$ cat src/sv/mfs_pkg.sv
// shared types, constants and codes of the metaball field shader
package mfs_pkg;

  // default number of ball entries
  localparam int unsigned BALL_COUNT_DEFAULT = 5;

  // field widths
  localparam int unsigned COORD_W  = 11;
  localparam int unsigned SAMPLE_W = 10;
  localparam int unsigned RAD_W    = 8;
  localparam int unsigned HUE_W    = 8;
  localparam int unsigned SLOT_W   = 3;
  localparam int unsigned SAT_W    = 8;
  localparam int unsigned VAL_W    = 8;
  localparam int unsigned DOM_W    = 3;

  // arithmetic widths: numerator is r*r*256, squared distance below 2^23
  localparam int unsigned NUM_W = 2 * RAD_W + 8;
  localparam int unsigned DSQ_W = 23;

  // shading constants
  localparam int unsigned FIELD_THRESHOLD = 256;
  localparam int unsigned INSIDE_BASE     = 120;
  localparam int unsigned GLOW_MAX        = 40;
  localparam int unsigned VAL_MAX         = 255;
  localparam int unsigned INSIDE_SAT_RST  = 200;
  localparam int unsigned OUTSIDE_SAT_RST = 180;

  // configuration register indexes
  typedef enum logic {
    CFG_INSIDE_SAT  = 1'b0,
    CFG_OUTSIDE_SAT = 1'b1
  } cfg_idx_e;

  // sequencer states
  typedef enum logic [1:0] {
    ST_IDLE,
    ST_ISSUE,
    ST_WAIT,
    ST_SHADE
  } state_e;

  // one ball table entry
  typedef struct packed {
    logic signed [COORD_W-1:0] x;
    logic signed [COORD_W-1:0] y;
    logic [RAD_W-1:0]          radius;
    logic [HUE_W-1:0]          hue;
  } ball_t;

  // one finished contribution, in ball order
  typedef struct packed {
    logic             valid;
    logic [NUM_W-1:0] value;
    logic [HUE_W-1:0] hue;
  } contrib_t;

endpackage

$ cat src/sv/mfs_ball_mem.sv
// ball table memory: one write port, one registered read port
module mfs_ball_mem import mfs_pkg::*; #(
  parameter int unsigned BallCount = BALL_COUNT_DEFAULT
) (
  input  logic clk_i,
  input  logic rst_ni,
  input  logic wr_en_i,
  input  logic [((BallCount > 1) ? $clog2(BallCount) : 1)-1:0] wr_addr_i,
  input  ball_t wr_data_i,
  input  logic rd_en_i,
  input  logic [((BallCount > 1) ? $clog2(BallCount) : 1)-1:0] rd_addr_i,
  output logic rd_valid_o,
  output ball_t rd_data_o
);

  ball_t mem_q [BallCount];
  ball_t rd_data_q;
  logic  rd_valid_q;

  // storage and read data register
  always_ff @(posedge clk_i) begin
    if (wr_en_i) begin
      mem_q[wr_addr_i] <= wr_data_i;
    end
    if (rd_en_i) begin
      rd_data_q <= mem_q[rd_addr_i];
    end
  end

  // read data valid flag
  always_ff @(posedge clk_i or negedge rst_ni) begin
    if (!rst_ni) begin
      rd_valid_q <= 1'b0;
    end else begin
      rd_valid_q <= rd_en_i;
    end
  end

  assign rd_valid_o = rd_valid_q;
  assign rd_data_o  = rd_data_q;

endmodule

$ cat src/sv/mfs_contrib_pipe.sv
// contribution pipeline: distance, squares, then one quotient bit per stage
module mfs_contrib_pipe import mfs_pkg::*; (
  input  logic                clk_i,
  input  logic                rst_ni,
  input  logic                in_valid_i,
  input  ball_t               ball_i,
  input  logic [SAMPLE_W-1:0] sample_x_i,
  input  logic [SAMPLE_W-1:0] sample_y_i,
  output contrib_t            contrib_o
);

  localparam int unsigned DiffW = COORD_W + 1;
  localparam int unsigned AbsW  = COORD_W;
  localparam int unsigned SqW   = 2 * AbsW;
  localparam int unsigned RrW   = 2 * RAD_W;

  // stage 1: absolute distances
  logic signed [DiffW-1:0] dx, dy;
  logic [AbsW-1:0]         adx, ady;
  logic                    v1_q;
  logic [AbsW-1:0]         adx_q, ady_q;
  logic [RAD_W-1:0]        rad1_q;
  logic [HUE_W-1:0]        hue1_q;

  always_comb begin
    dx  = $signed({2'b00, sample_x_i}) - $signed({ball_i.x[COORD_W-1], ball_i.x});
    dy  = $signed({2'b00, sample_y_i}) - $signed({ball_i.y[COORD_W-1], ball_i.y});
    adx = dx[DiffW-1] ? AbsW'(-dx) : AbsW'(dx);
    ady = dy[DiffW-1] ? AbsW'(-dy) : AbsW'(dy);
  end

  always_ff @(posedge clk_i) begin
    adx_q  <= adx;
    ady_q  <= ady;
    rad1_q <= ball_i.radius;
    hue1_q <= ball_i.hue;
  end

  // stage 2: squares
  logic           v2_q;
  logic [SqW-1:0] sqx_q, sqy_q;
  logic [RrW-1:0] rr_q;
  logic [HUE_W-1:0] hue2_q;

  always_ff @(posedge clk_i) begin
    sqx_q  <= SqW'(adx_q) * SqW'(adx_q);
    sqy_q  <= SqW'(ady_q) * SqW'(ady_q);
    rr_q   <= RrW'(rad1_q) * RrW'(rad1_q);
    hue2_q <= hue1_q;
  end

  // stage 3 feeds the divider: squared distance clamped to a minimum of one
  logic [DSQ_W-1:0] dsq_sum, dsq;

  always_comb begin
    dsq_sum = DSQ_W'(sqx_q) + DSQ_W'(sqy_q);
    dsq     = (dsq_sum == '0) ? DSQ_W'(1) : dsq_sum;
  end

  // divider stages, index 0 is the input register
  logic             dv_q  [NUM_W+1];
  logic [DSQ_W-1:0] rem_q [NUM_W+1];
  logic [NUM_W-1:0] num_q [NUM_W+1];
  logic [NUM_W-1:0] quo_q [NUM_W+1];
  logic [DSQ_W-1:0] div_q [NUM_W+1];
  logic [HUE_W-1:0] dh_q  [NUM_W+1];

  always_ff @(posedge clk_i) begin
    rem_q[0] <= '0;
    num_q[0] <= {rr_q, 8'h00};
    quo_q[0] <= '0;
    div_q[0] <= dsq;
    dh_q[0]  <= hue2_q;
  end

  // pipeline valid flags
  always_ff @(posedge clk_i or negedge rst_ni) begin
    if (!rst_ni) begin
      v1_q     <= 1'b0;
      v2_q     <= 1'b0;
      dv_q[0]  <= 1'b0;
    end else begin
      v1_q     <= in_valid_i;
      v2_q     <= v1_q;
      dv_q[0]  <= v2_q;
    end
  end

  for (genvar s = 0; s < NUM_W; s++) begin : g_div
    logic [DSQ_W:0] trial, diff;
    logic           ge;

    // restoring step: shift in the next numerator bit and try a subtract
    always_comb begin
      trial = {rem_q[s], num_q[s][NUM_W-1]};
      diff  = trial - {1'b0, div_q[s]};
      ge    = (trial >= {1'b0, div_q[s]});
    end

    always_ff @(posedge clk_i) begin
      rem_q[s+1] <= ge ? diff[DSQ_W-1:0] : trial[DSQ_W-1:0];
      num_q[s+1] <= {num_q[s][NUM_W-2:0], 1'b0};
      quo_q[s+1] <= {quo_q[s][NUM_W-2:0], ge};
      div_q[s+1] <= div_q[s];
      dh_q[s+1]  <= dh_q[s];
    end

    always_ff @(posedge clk_i or negedge rst_ni) begin
      if (!rst_ni) begin
        dv_q[s+1] <= 1'b0;
      end else begin
        dv_q[s+1] <= dv_q[s];
      end
    end
  end

  assign contrib_o.valid = dv_q[NUM_W];
  assign contrib_o.value = quo_q[NUM_W];
  assign contrib_o.hue   = dh_q[NUM_W];

endmodule

$ cat src/sv/metaball_field_shader.sv
// top level: ball table, contribution pipeline, field accumulation and shading
//
// channel | handshake           | word
// --------+---------------------+---------------------------------------------
// command | start / busy        | action, ball slot/x/y/radius/hue, sample x/y
// result  | done_o strobe       | hue, saturation, brightness, inside, dominant
// config  | cfg_we_i, cfg_idx_i | cfg_data_i (saturation registers)
//
// a load word writes its table entry and leaves busy low
// an evaluate word makes one table read per ball and passes each ball through
// three distance stages and a 24-stage restoring divider
// reset clears the sequencer and sets the saturation registers; table entries
// hold garbage until loaded
// the receiver cannot stall: done_o is high for one cycle per evaluate word
module metaball_field_shader import mfs_pkg::*; #(
  parameter int unsigned BallCount = BALL_COUNT_DEFAULT
) (
  input  logic                clk_i,
  input  logic                rst_ni,
  input  logic                start,
  output logic                busy,
  input  logic                action_i,
  input  logic [SLOT_W-1:0]   ball_slot_i,
  input  logic [COORD_W-1:0]  ball_x_i,
  input  logic [COORD_W-1:0]  ball_y_i,
  input  logic [RAD_W-1:0]    ball_radius_i,
  input  logic [HUE_W-1:0]    ball_hue_i,
  input  logic [SAMPLE_W-1:0] sample_x_i,
  input  logic [SAMPLE_W-1:0] sample_y_i,
  input  logic                cfg_we_i,
  input  logic                cfg_idx_i,
  input  logic [SAT_W-1:0]    cfg_data_i,
  output logic                done_o,
  output logic [HUE_W-1:0]    hue_o,
  output logic [SAT_W-1:0]    saturation_o,
  output logic [VAL_W-1:0]    brightness_o,
  output logic                inside_surface_o,
  output logic [DOM_W-1:0]    dominant_ball_o
);

  localparam int unsigned IdxW   = (BallCount > 1) ? $clog2(BallCount) : 1;
  localparam int unsigned CntW   = $clog2(BallCount + 1);
  localparam int unsigned FieldW = NUM_W + $clog2(BallCount);
  localparam int unsigned GlowW  = 15;

  state_e state_q, state_d;
  logic [CntW-1:0] issue_cnt_q, recv_cnt_q;
  logic [SAMPLE_W-1:0] sample_x_q, sample_y_q;
  logic [FieldW-1:0] field_q;
  logic [NUM_W-1:0] best_q;
  logic [HUE_W-1:0] best_hue_q;
  logic [IdxW-1:0] dom_q;
  logic [SAT_W-1:0] isat_q, osat_q;
  logic done_q;
  logic [HUE_W-1:0] hue_q;
  logic [SAT_W-1:0] sat_q;
  logic [VAL_W-1:0] bright_q;
  logic inside_q;
  logic [DOM_W-1:0] dom_out_q;

  logic accept, eval_go, load_we, rd_en, shade_en;
  ball_t wr_data, rd_data;
  logic rd_valid;
  contrib_t contrib;

  // command acceptance
  assign accept  = start & ~busy;
  assign eval_go = accept & action_i;
  assign load_we = accept & ~action_i & (int'(ball_slot_i) < BallCount);

  assign wr_data.x      = $signed(ball_x_i);
  assign wr_data.y      = $signed(ball_y_i);
  assign wr_data.radius = ball_radius_i;
  assign wr_data.hue    = ball_hue_i;

  // ball table; a load lands before any read of the next evaluate
  mfs_ball_mem #(
    .BallCount(BallCount)
  ) u_mem (
    .clk_i     (clk_i),
    .rst_ni    (rst_ni),
    .wr_en_i   (load_we),
    .wr_addr_i (IdxW'(ball_slot_i)),
    .wr_data_i (wr_data),
    .rd_en_i   (rd_en),
    .rd_addr_i (issue_cnt_q[IdxW-1:0]),
    .rd_valid_o(rd_valid),
    .rd_data_o (rd_data)
  );

  // per-ball contribution
  mfs_contrib_pipe u_pipe (
    .clk_i     (clk_i),
    .rst_ni    (rst_ni),
    .in_valid_i(rd_valid),
    .ball_i    (rd_data),
    .sample_x_i(sample_x_q),
    .sample_y_i(sample_y_q),
    .contrib_o (contrib)
  );

  // next state
  always_comb begin
    state_d = state_q;
    case (state_q)
      ST_IDLE: begin
        if (eval_go) state_d = ST_ISSUE;
      end
      ST_ISSUE: begin
        if (issue_cnt_q == CntW'(BallCount - 1)) state_d = ST_WAIT;
      end
      ST_WAIT: begin
        if (recv_cnt_q == CntW'(BallCount)) state_d = ST_SHADE;
      end
      ST_SHADE: begin
        state_d = ST_IDLE;
      end
      default: begin
        state_d = ST_IDLE;
      end
    endcase
  end

  // state outputs
  always_comb begin
    busy     = 1'b1;
    rd_en    = 1'b0;
    shade_en = 1'b0;
    case (state_q)
      ST_IDLE:  busy     = 1'b0;
      ST_ISSUE: rd_en    = 1'b1;
      ST_WAIT:  busy     = 1'b1;
      ST_SHADE: shade_en = 1'b1;
      default:  busy     = 1'b1;
    endcase
  end

  // control registers
  always_ff @(posedge clk_i or negedge rst_ni) begin
    if (!rst_ni) begin
      state_q     <= ST_IDLE;
      issue_cnt_q <= '0;
      recv_cnt_q  <= '0;
      done_q      <= 1'b0;
      isat_q      <= SAT_W'(INSIDE_SAT_RST);
      osat_q      <= SAT_W'(OUTSIDE_SAT_RST);
    end else begin
      state_q <= state_d;
      done_q  <= shade_en;
      if (eval_go) begin
        issue_cnt_q <= '0;
      end else if (rd_en) begin
        issue_cnt_q <= issue_cnt_q + CntW'(1);
      end
      if (eval_go) begin
        recv_cnt_q <= '0;
      end else if (contrib.valid) begin
        recv_cnt_q <= recv_cnt_q + CntW'(1);
      end
      if (cfg_we_i) begin
        case (cfg_idx_i)
          CFG_INSIDE_SAT:  isat_q <= cfg_data_i;
          CFG_OUTSIDE_SAT: osat_q <= cfg_data_i;
          default:         isat_q <= isat_q;
        endcase
      end
    end
  end

  // field sum and dominant ball; ball 0 always seeds the maximum
  always_ff @(posedge clk_i) begin
    if (eval_go) begin
      sample_x_q <= sample_x_i;
      sample_y_q <= sample_y_i;
      field_q    <= '0;
    end else if (contrib.valid) begin
      field_q <= field_q + FieldW'(contrib.value);
      if ((recv_cnt_q == '0) || (contrib.value > best_q)) begin
        best_q     <= contrib.value;
        best_hue_q <= contrib.hue;
        dom_q      <= recv_cnt_q[IdxW-1:0];
      end
    end
  end

  // shading
  logic             in_surface;
  logic [FieldW-1:0] excess4;
  logic [VAL_W-1:0] bright_in, bright_out;
  logic [GlowW-1:0] glow_prod;
  logic [6:0]       glow;

  always_comb begin
    in_surface = field_q > FieldW'(FIELD_THRESHOLD);
    excess4   = (field_q - FieldW'(FIELD_THRESHOLD)) >> 2;
    bright_in = (excess4 > FieldW'(VAL_MAX - INSIDE_BASE)) ? VAL_W'(VAL_MAX)
              : VAL_W'(INSIDE_BASE) + excess4[VAL_W-1:0];
    glow_prod = GlowW'(field_q[8:0]) * GlowW'(GLOW_MAX);
    glow      = glow_prod[GlowW-1:8];
    bright_out = (glow > 7'(GLOW_MAX)) ? VAL_W'(GLOW_MAX) : {1'b0, glow};
  end

  // result registers
  always_ff @(posedge clk_i) begin
    if (shade_en) begin
      hue_q     <= best_hue_q;
      sat_q     <= in_surface ? isat_q : osat_q;
      bright_q  <= in_surface ? bright_in : bright_out;
      inside_q  <= in_surface;
      dom_out_q <= DOM_W'(dom_q);
    end
  end

  assign done_o           = done_q;
  assign hue_o            = hue_q;
  assign saturation_o     = sat_q;
  assign brightness_o     = bright_q;
  assign inside_surface_o = inside_q;
  assign dominant_ball_o  = dom_out_q;

`ifndef NO_ASSERTIONS
  // a result word only follows the shading cycle
  a_done_after_shade: assert property (@(posedge clk_i) disable iff (!rst_ni)
    done_o |-> $past(state_q == ST_SHADE))
    else $error("result strobe without shading cycle");

  // contributions arrive only while the sequencer waits for them
  a_contrib_in_wait: assert property (@(posedge clk_i) disable iff (!rst_ni)
    contrib.valid |-> (state_q == ST_WAIT))
    else $error("contribution outside wait state");

  // no more contributions than balls
  a_recv_bound: assert property (@(posedge clk_i) disable iff (!rst_ni)
    recv_cnt_q <= CntW'(BallCount))
    else $error("contribution count overflow");

  // an accepted evaluate makes the block busy
  a_eval_busy: assert property (@(posedge clk_i) disable iff (!rst_ni)
    (start && !busy && action_i) |=> busy)
    else $error("evaluate accepted without going busy");

  // a load never causes a result
  a_load_silent: assert property (@(posedge clk_i) disable iff (!rst_ni)
    (start && !busy && !action_i) |=> !done_o)
    else $error("load produced a result");
`endif

endmodule
$ cat config.mk
export PLATFORM = sky130hd
export DESIGN_NAME = metaball_field_shader
export DESIGN_NICKNAME = d
export VERILOG_FILES = /design/src/sv/mfs_pkg.sv /design/src/sv/mfs_ball_mem.sv /design/src/sv/mfs_contrib_pipe.sv /design/src/sv/metaball_field_shader.sv
export SDC_FILE = /design/constraint.sdc
export NUM_CORES = 2
export LEC_CHECK = 0
export BUFFER_PORTS_ARGS = -buffer_cell sky130_fd_sc_hd__buf_2
export CORE_UTILIZATION = 25
export CTS_CLUSTER_SIZE = 10
export DETAILED_ROUTE_END_ITERATION = 12
export GPL_ROUTABILITY_DRIVEN = 0
export PLACE_DENSITY = 0.49
export SYNTH_ARGS = -nofsm -noshare
export SYNTH_HDL_FRONTEND = slang
export SYNTH_SLANG_ARGS = --single-unit
$ cat constraint.sdc
create_clock -name clk_i -period 16.5 [get_ports clk_i]
set_input_delay 3.3 -clock clk_i [delete_from_list [all_inputs] [get_ports clk_i]]
set_output_delay 3.3 -clock clk_i [all_outputs]
set_load 0.02 [all_outputs]
==> results.toml <==
[clocking]
h-tree-depth = 5
post_cts_buffers = 0
cts.clk_slew.worst_paths_ps = 60
cts.sinks = 2196
max-clock-path-buffers = 4
hold_buffers = 0
root_buffer = "clkbuf_16"
numCtsBuffers = 267
tritoncts = "done"
insertion_delay_ps = 880
cts_resized = 0

[timing]
worst_pin_slew_ps = 1309
fmax_ghz = 0.1729
finalSetupViolCount = 0
fin_crit_sh = 0.3506
fin_crit_ps = 5784
finalClockSkew_ps = 64.39
rsz0062_at_grt = "no"
hold_viol = 0
timing.final.max_slew_violations = 0
relSlewSlack = 0.1049
setup_tns_ps = 0

[layout]
drive_above_1_share = 0.1028
final_nets = 9898
synthToLayoutAreaGrowth_pct = 15.09

[drt]
route.vias.total = 60050
wl_per_cell_um = 14.39
remaining_drc_errors = 0
drtAntennaViolNets = 0
drt-vias-per-instance = 4.303
dr.first_iter.drc_count = 2885
drt_wl_total_mm = 200.9
drt_first_pass_iters = 8

[die]
row_count = 224
die_y_um = 614.4
pin_count = 105
coreArea_um2 = 372800
initial_core_util = 0.2516
dieArea_um2 = 377500
die_x_um = 614.4

[global_routing]
grt_first_pass_wirelength_mm = 322.3
grt_max_degree = 54
grt_usage = 0.1036
antenna_found_initial = 25
grt_pass1_vias = 61930
grt_overflow = 0

[logic_synthesis]
yosysSeqAreaShare = 0.5049
synth_top_area_frac = 0.3911
yosys.area.top_type = "dfxtp_1"
ys.flop_type = "dfxtp_1"
synth_commonest_cells = "dfxtp_1, inv_1, ha_1, a21oi_1, nand2_1"
ys_seq_elements = 2196
yosysMostFrequentCell = "dfxtp_1"
synth_area_um2 = 93770
synthCells = 8604
yosysWarnings = 0
avgSynthCellArea_um2 = 10.90
synth_edf_count = 311
ys_async_sr_fraction = 0.02413
synthTopCellsByArea = "dfxtp_1, ha_1, edfxtp_1, inv_1, fa_1"
ys_types = 101

[worst_setup_path]
worstPathRequired_ps = 17320
slowest_stage = "dfxtp_1"
r2r-start = "u_pipe.ady_q[8]"
start_kind = "flip-flop"
crit_start = "u_pipe.ady_q[8]"
end_kind = "flip-flop"
cp_slowest_stage_delay_ps = 660
cpMostUsedCell = "fa_1"
cp.arrival_ps = 6600
cp_max_fo = 13
cp_top_family = "adder cells"
worstPathCellList = "nand2_1 > fa_1 > inv_1 > fa_1 > fa_1 > fa_1 > inv_1 > fa_1 > inv_1 > ha_1 > a21o_1 > a21o_1 > a21o_1 > a21oi_1 > o21ai_0 > o41ai_1 > o21bai_1 > a21oi_1 > xor2_1"
path_buf_inv = 3
crit_type = "flip-flop to flip-flop"

[flow_run]
drv_cap = 0

[min_path]
hp-class = "flip-flop to flip-flop"
hold_start = "u_pipe.quo_q[2][12]"

[placement]
dp_hpwl_mm = 152.4
io_buffer_count = 104

[status]
status = "completed"
## logic make-up (layout without fill, tap and decap cells)
| kind of cell | Yosys count | count (layout) | share of synthesized area |
|---|---|---|---|
| flops | 2196 | 2196 | 0.5049 |
| compound gates | 1686 | 1686 | 0.1149 |
| simple gates | 1676 | 1676 | 0.08732 |
| buf+inv | 1140 | 1515 | 0.04655 |
| fa+ha+maj | 959 | 959 | 0.1422 |
| xor+xnor | 542 | 542 | 0.05062 |
| mux | 404 | 404 | 0.05343 |
| other cells | 1 | 6 | 0.00003999 |
## cell type report
| class | count | area, um2 |
|---|---|---|
| diodes | 4 | 10.01 |
| clock buffers | 351 | 7191 |
| clock inverters | 33 | 462.9 |
| fillers | 38270 | 264800 |
| inverters | 995 | 3735 |
| multi-input cells | 5269 | 42190 |
| flip-flops and latches | 2196 | 47350 |
| well taps | 4972 | 6221 |
| repair buffers | 136 | 760.7 |
## sequential cells by signal, summed over array words and instances (netlist names), 11 cells and up
| signal | cells |
|---|---|
| u_pipe.quo_q | 300 |
| u_pipe.rem_q | 529 |
| u_pipe.adx_q | 11 |
| u_pipe.num_q | 121 |
| u_mem.mem_q | 190 |
| u_pipe.rr_q | 15 |
| u_pipe.dh_q | 200 |
| u_mem.rd_data_o | 38 |
| field_q | 27 |
| best_q | 24 |
| u_pipe.sqx_q | 21 |
| u_pipe.dv_q | 24 |
| u_pipe.div_q | 552 |
| u_pipe.ady_q | 11 |
| u_pipe.sqy_q | 21 |
## layer usage
metal,track usage,vias to the layer above,share of wire
li1,-,29960,-
met4,0.04557,6,0.043
met5,0,-,0.00020
met2,0.1949,1053,0.52
met3,0.01821,505,0.037
met1,0.1126,28520,0.40
## stage by stage
| step | worst slack (ps) | area (um2) | utilization | std cells | hold slack, ps |
|---|---|---|---|---|---|
| finish | 10720 | 107900 | 0.2895 | 13960 | 295.7 |
| global route | 10380 | 107900 | 0.2895 | 13950 | 303.7 |
| CTS | 10730 | 107900 | 0.2895 | 13950 | 273.5 |
| detailed placement | 10750 | 100300 | 0.2690 | 13570 | 312.1 |
| global placement | 10840 | 100300 | 0.2690 | 13570 | 309.6 |
| floorplan | 8880 | 93780 | - | 8605 | 309.6 |
## worst paths after layout
path	to	slack (ps)	cells past startpoint
max in group asynchronous	recv_cnt_q[2]	13360	1
min reg2reg	u_pipe.quo_q[2][37]	300	0
max	u_pipe.sqy_q[21]	10720	19
min in group asynchronous	u_mem.rd_valid_o	2440	1
min	u_pipe.quo_q[2][37]	300	0
max reg2reg	u_pipe.sqy_q[21]	10720	19
## placed cells by master, fill, tap and decap left out, types with 67 or more instances in the layout
master and instances:
xor2_1 194, dfxtp_1 1832, o21a_1 96, nand2b_1 88
o21ai_0 384, nor2b_1 118, nand4_1 67, a21oi_1 494
and2_1 111, xnor2_1 348, fa_1 178, nor3_1 108
o21bai_1 73, nor2_1 414, clkbuf_16 270, edfxtp_1 311
a21o_1 199, nand3_1 103, inv_1 994, nand2_1 448
clkbuf_1 68, buf_2 103, ha_1 778, mux2_2 295
## worst reg2reg max path, delay by kind of cell, from the launching register on
family	cells	cell delay, ps
fa+ha+maj	6	2890
compound gates	8	1730
flops	1	660
buf+inv	3	160
xor+xnor	1	150
simple gates	1	140
Power is left out: the tool's default activity adds up to more than one toggle a clock period on the data nets, which glitch-free logic cannot reach.
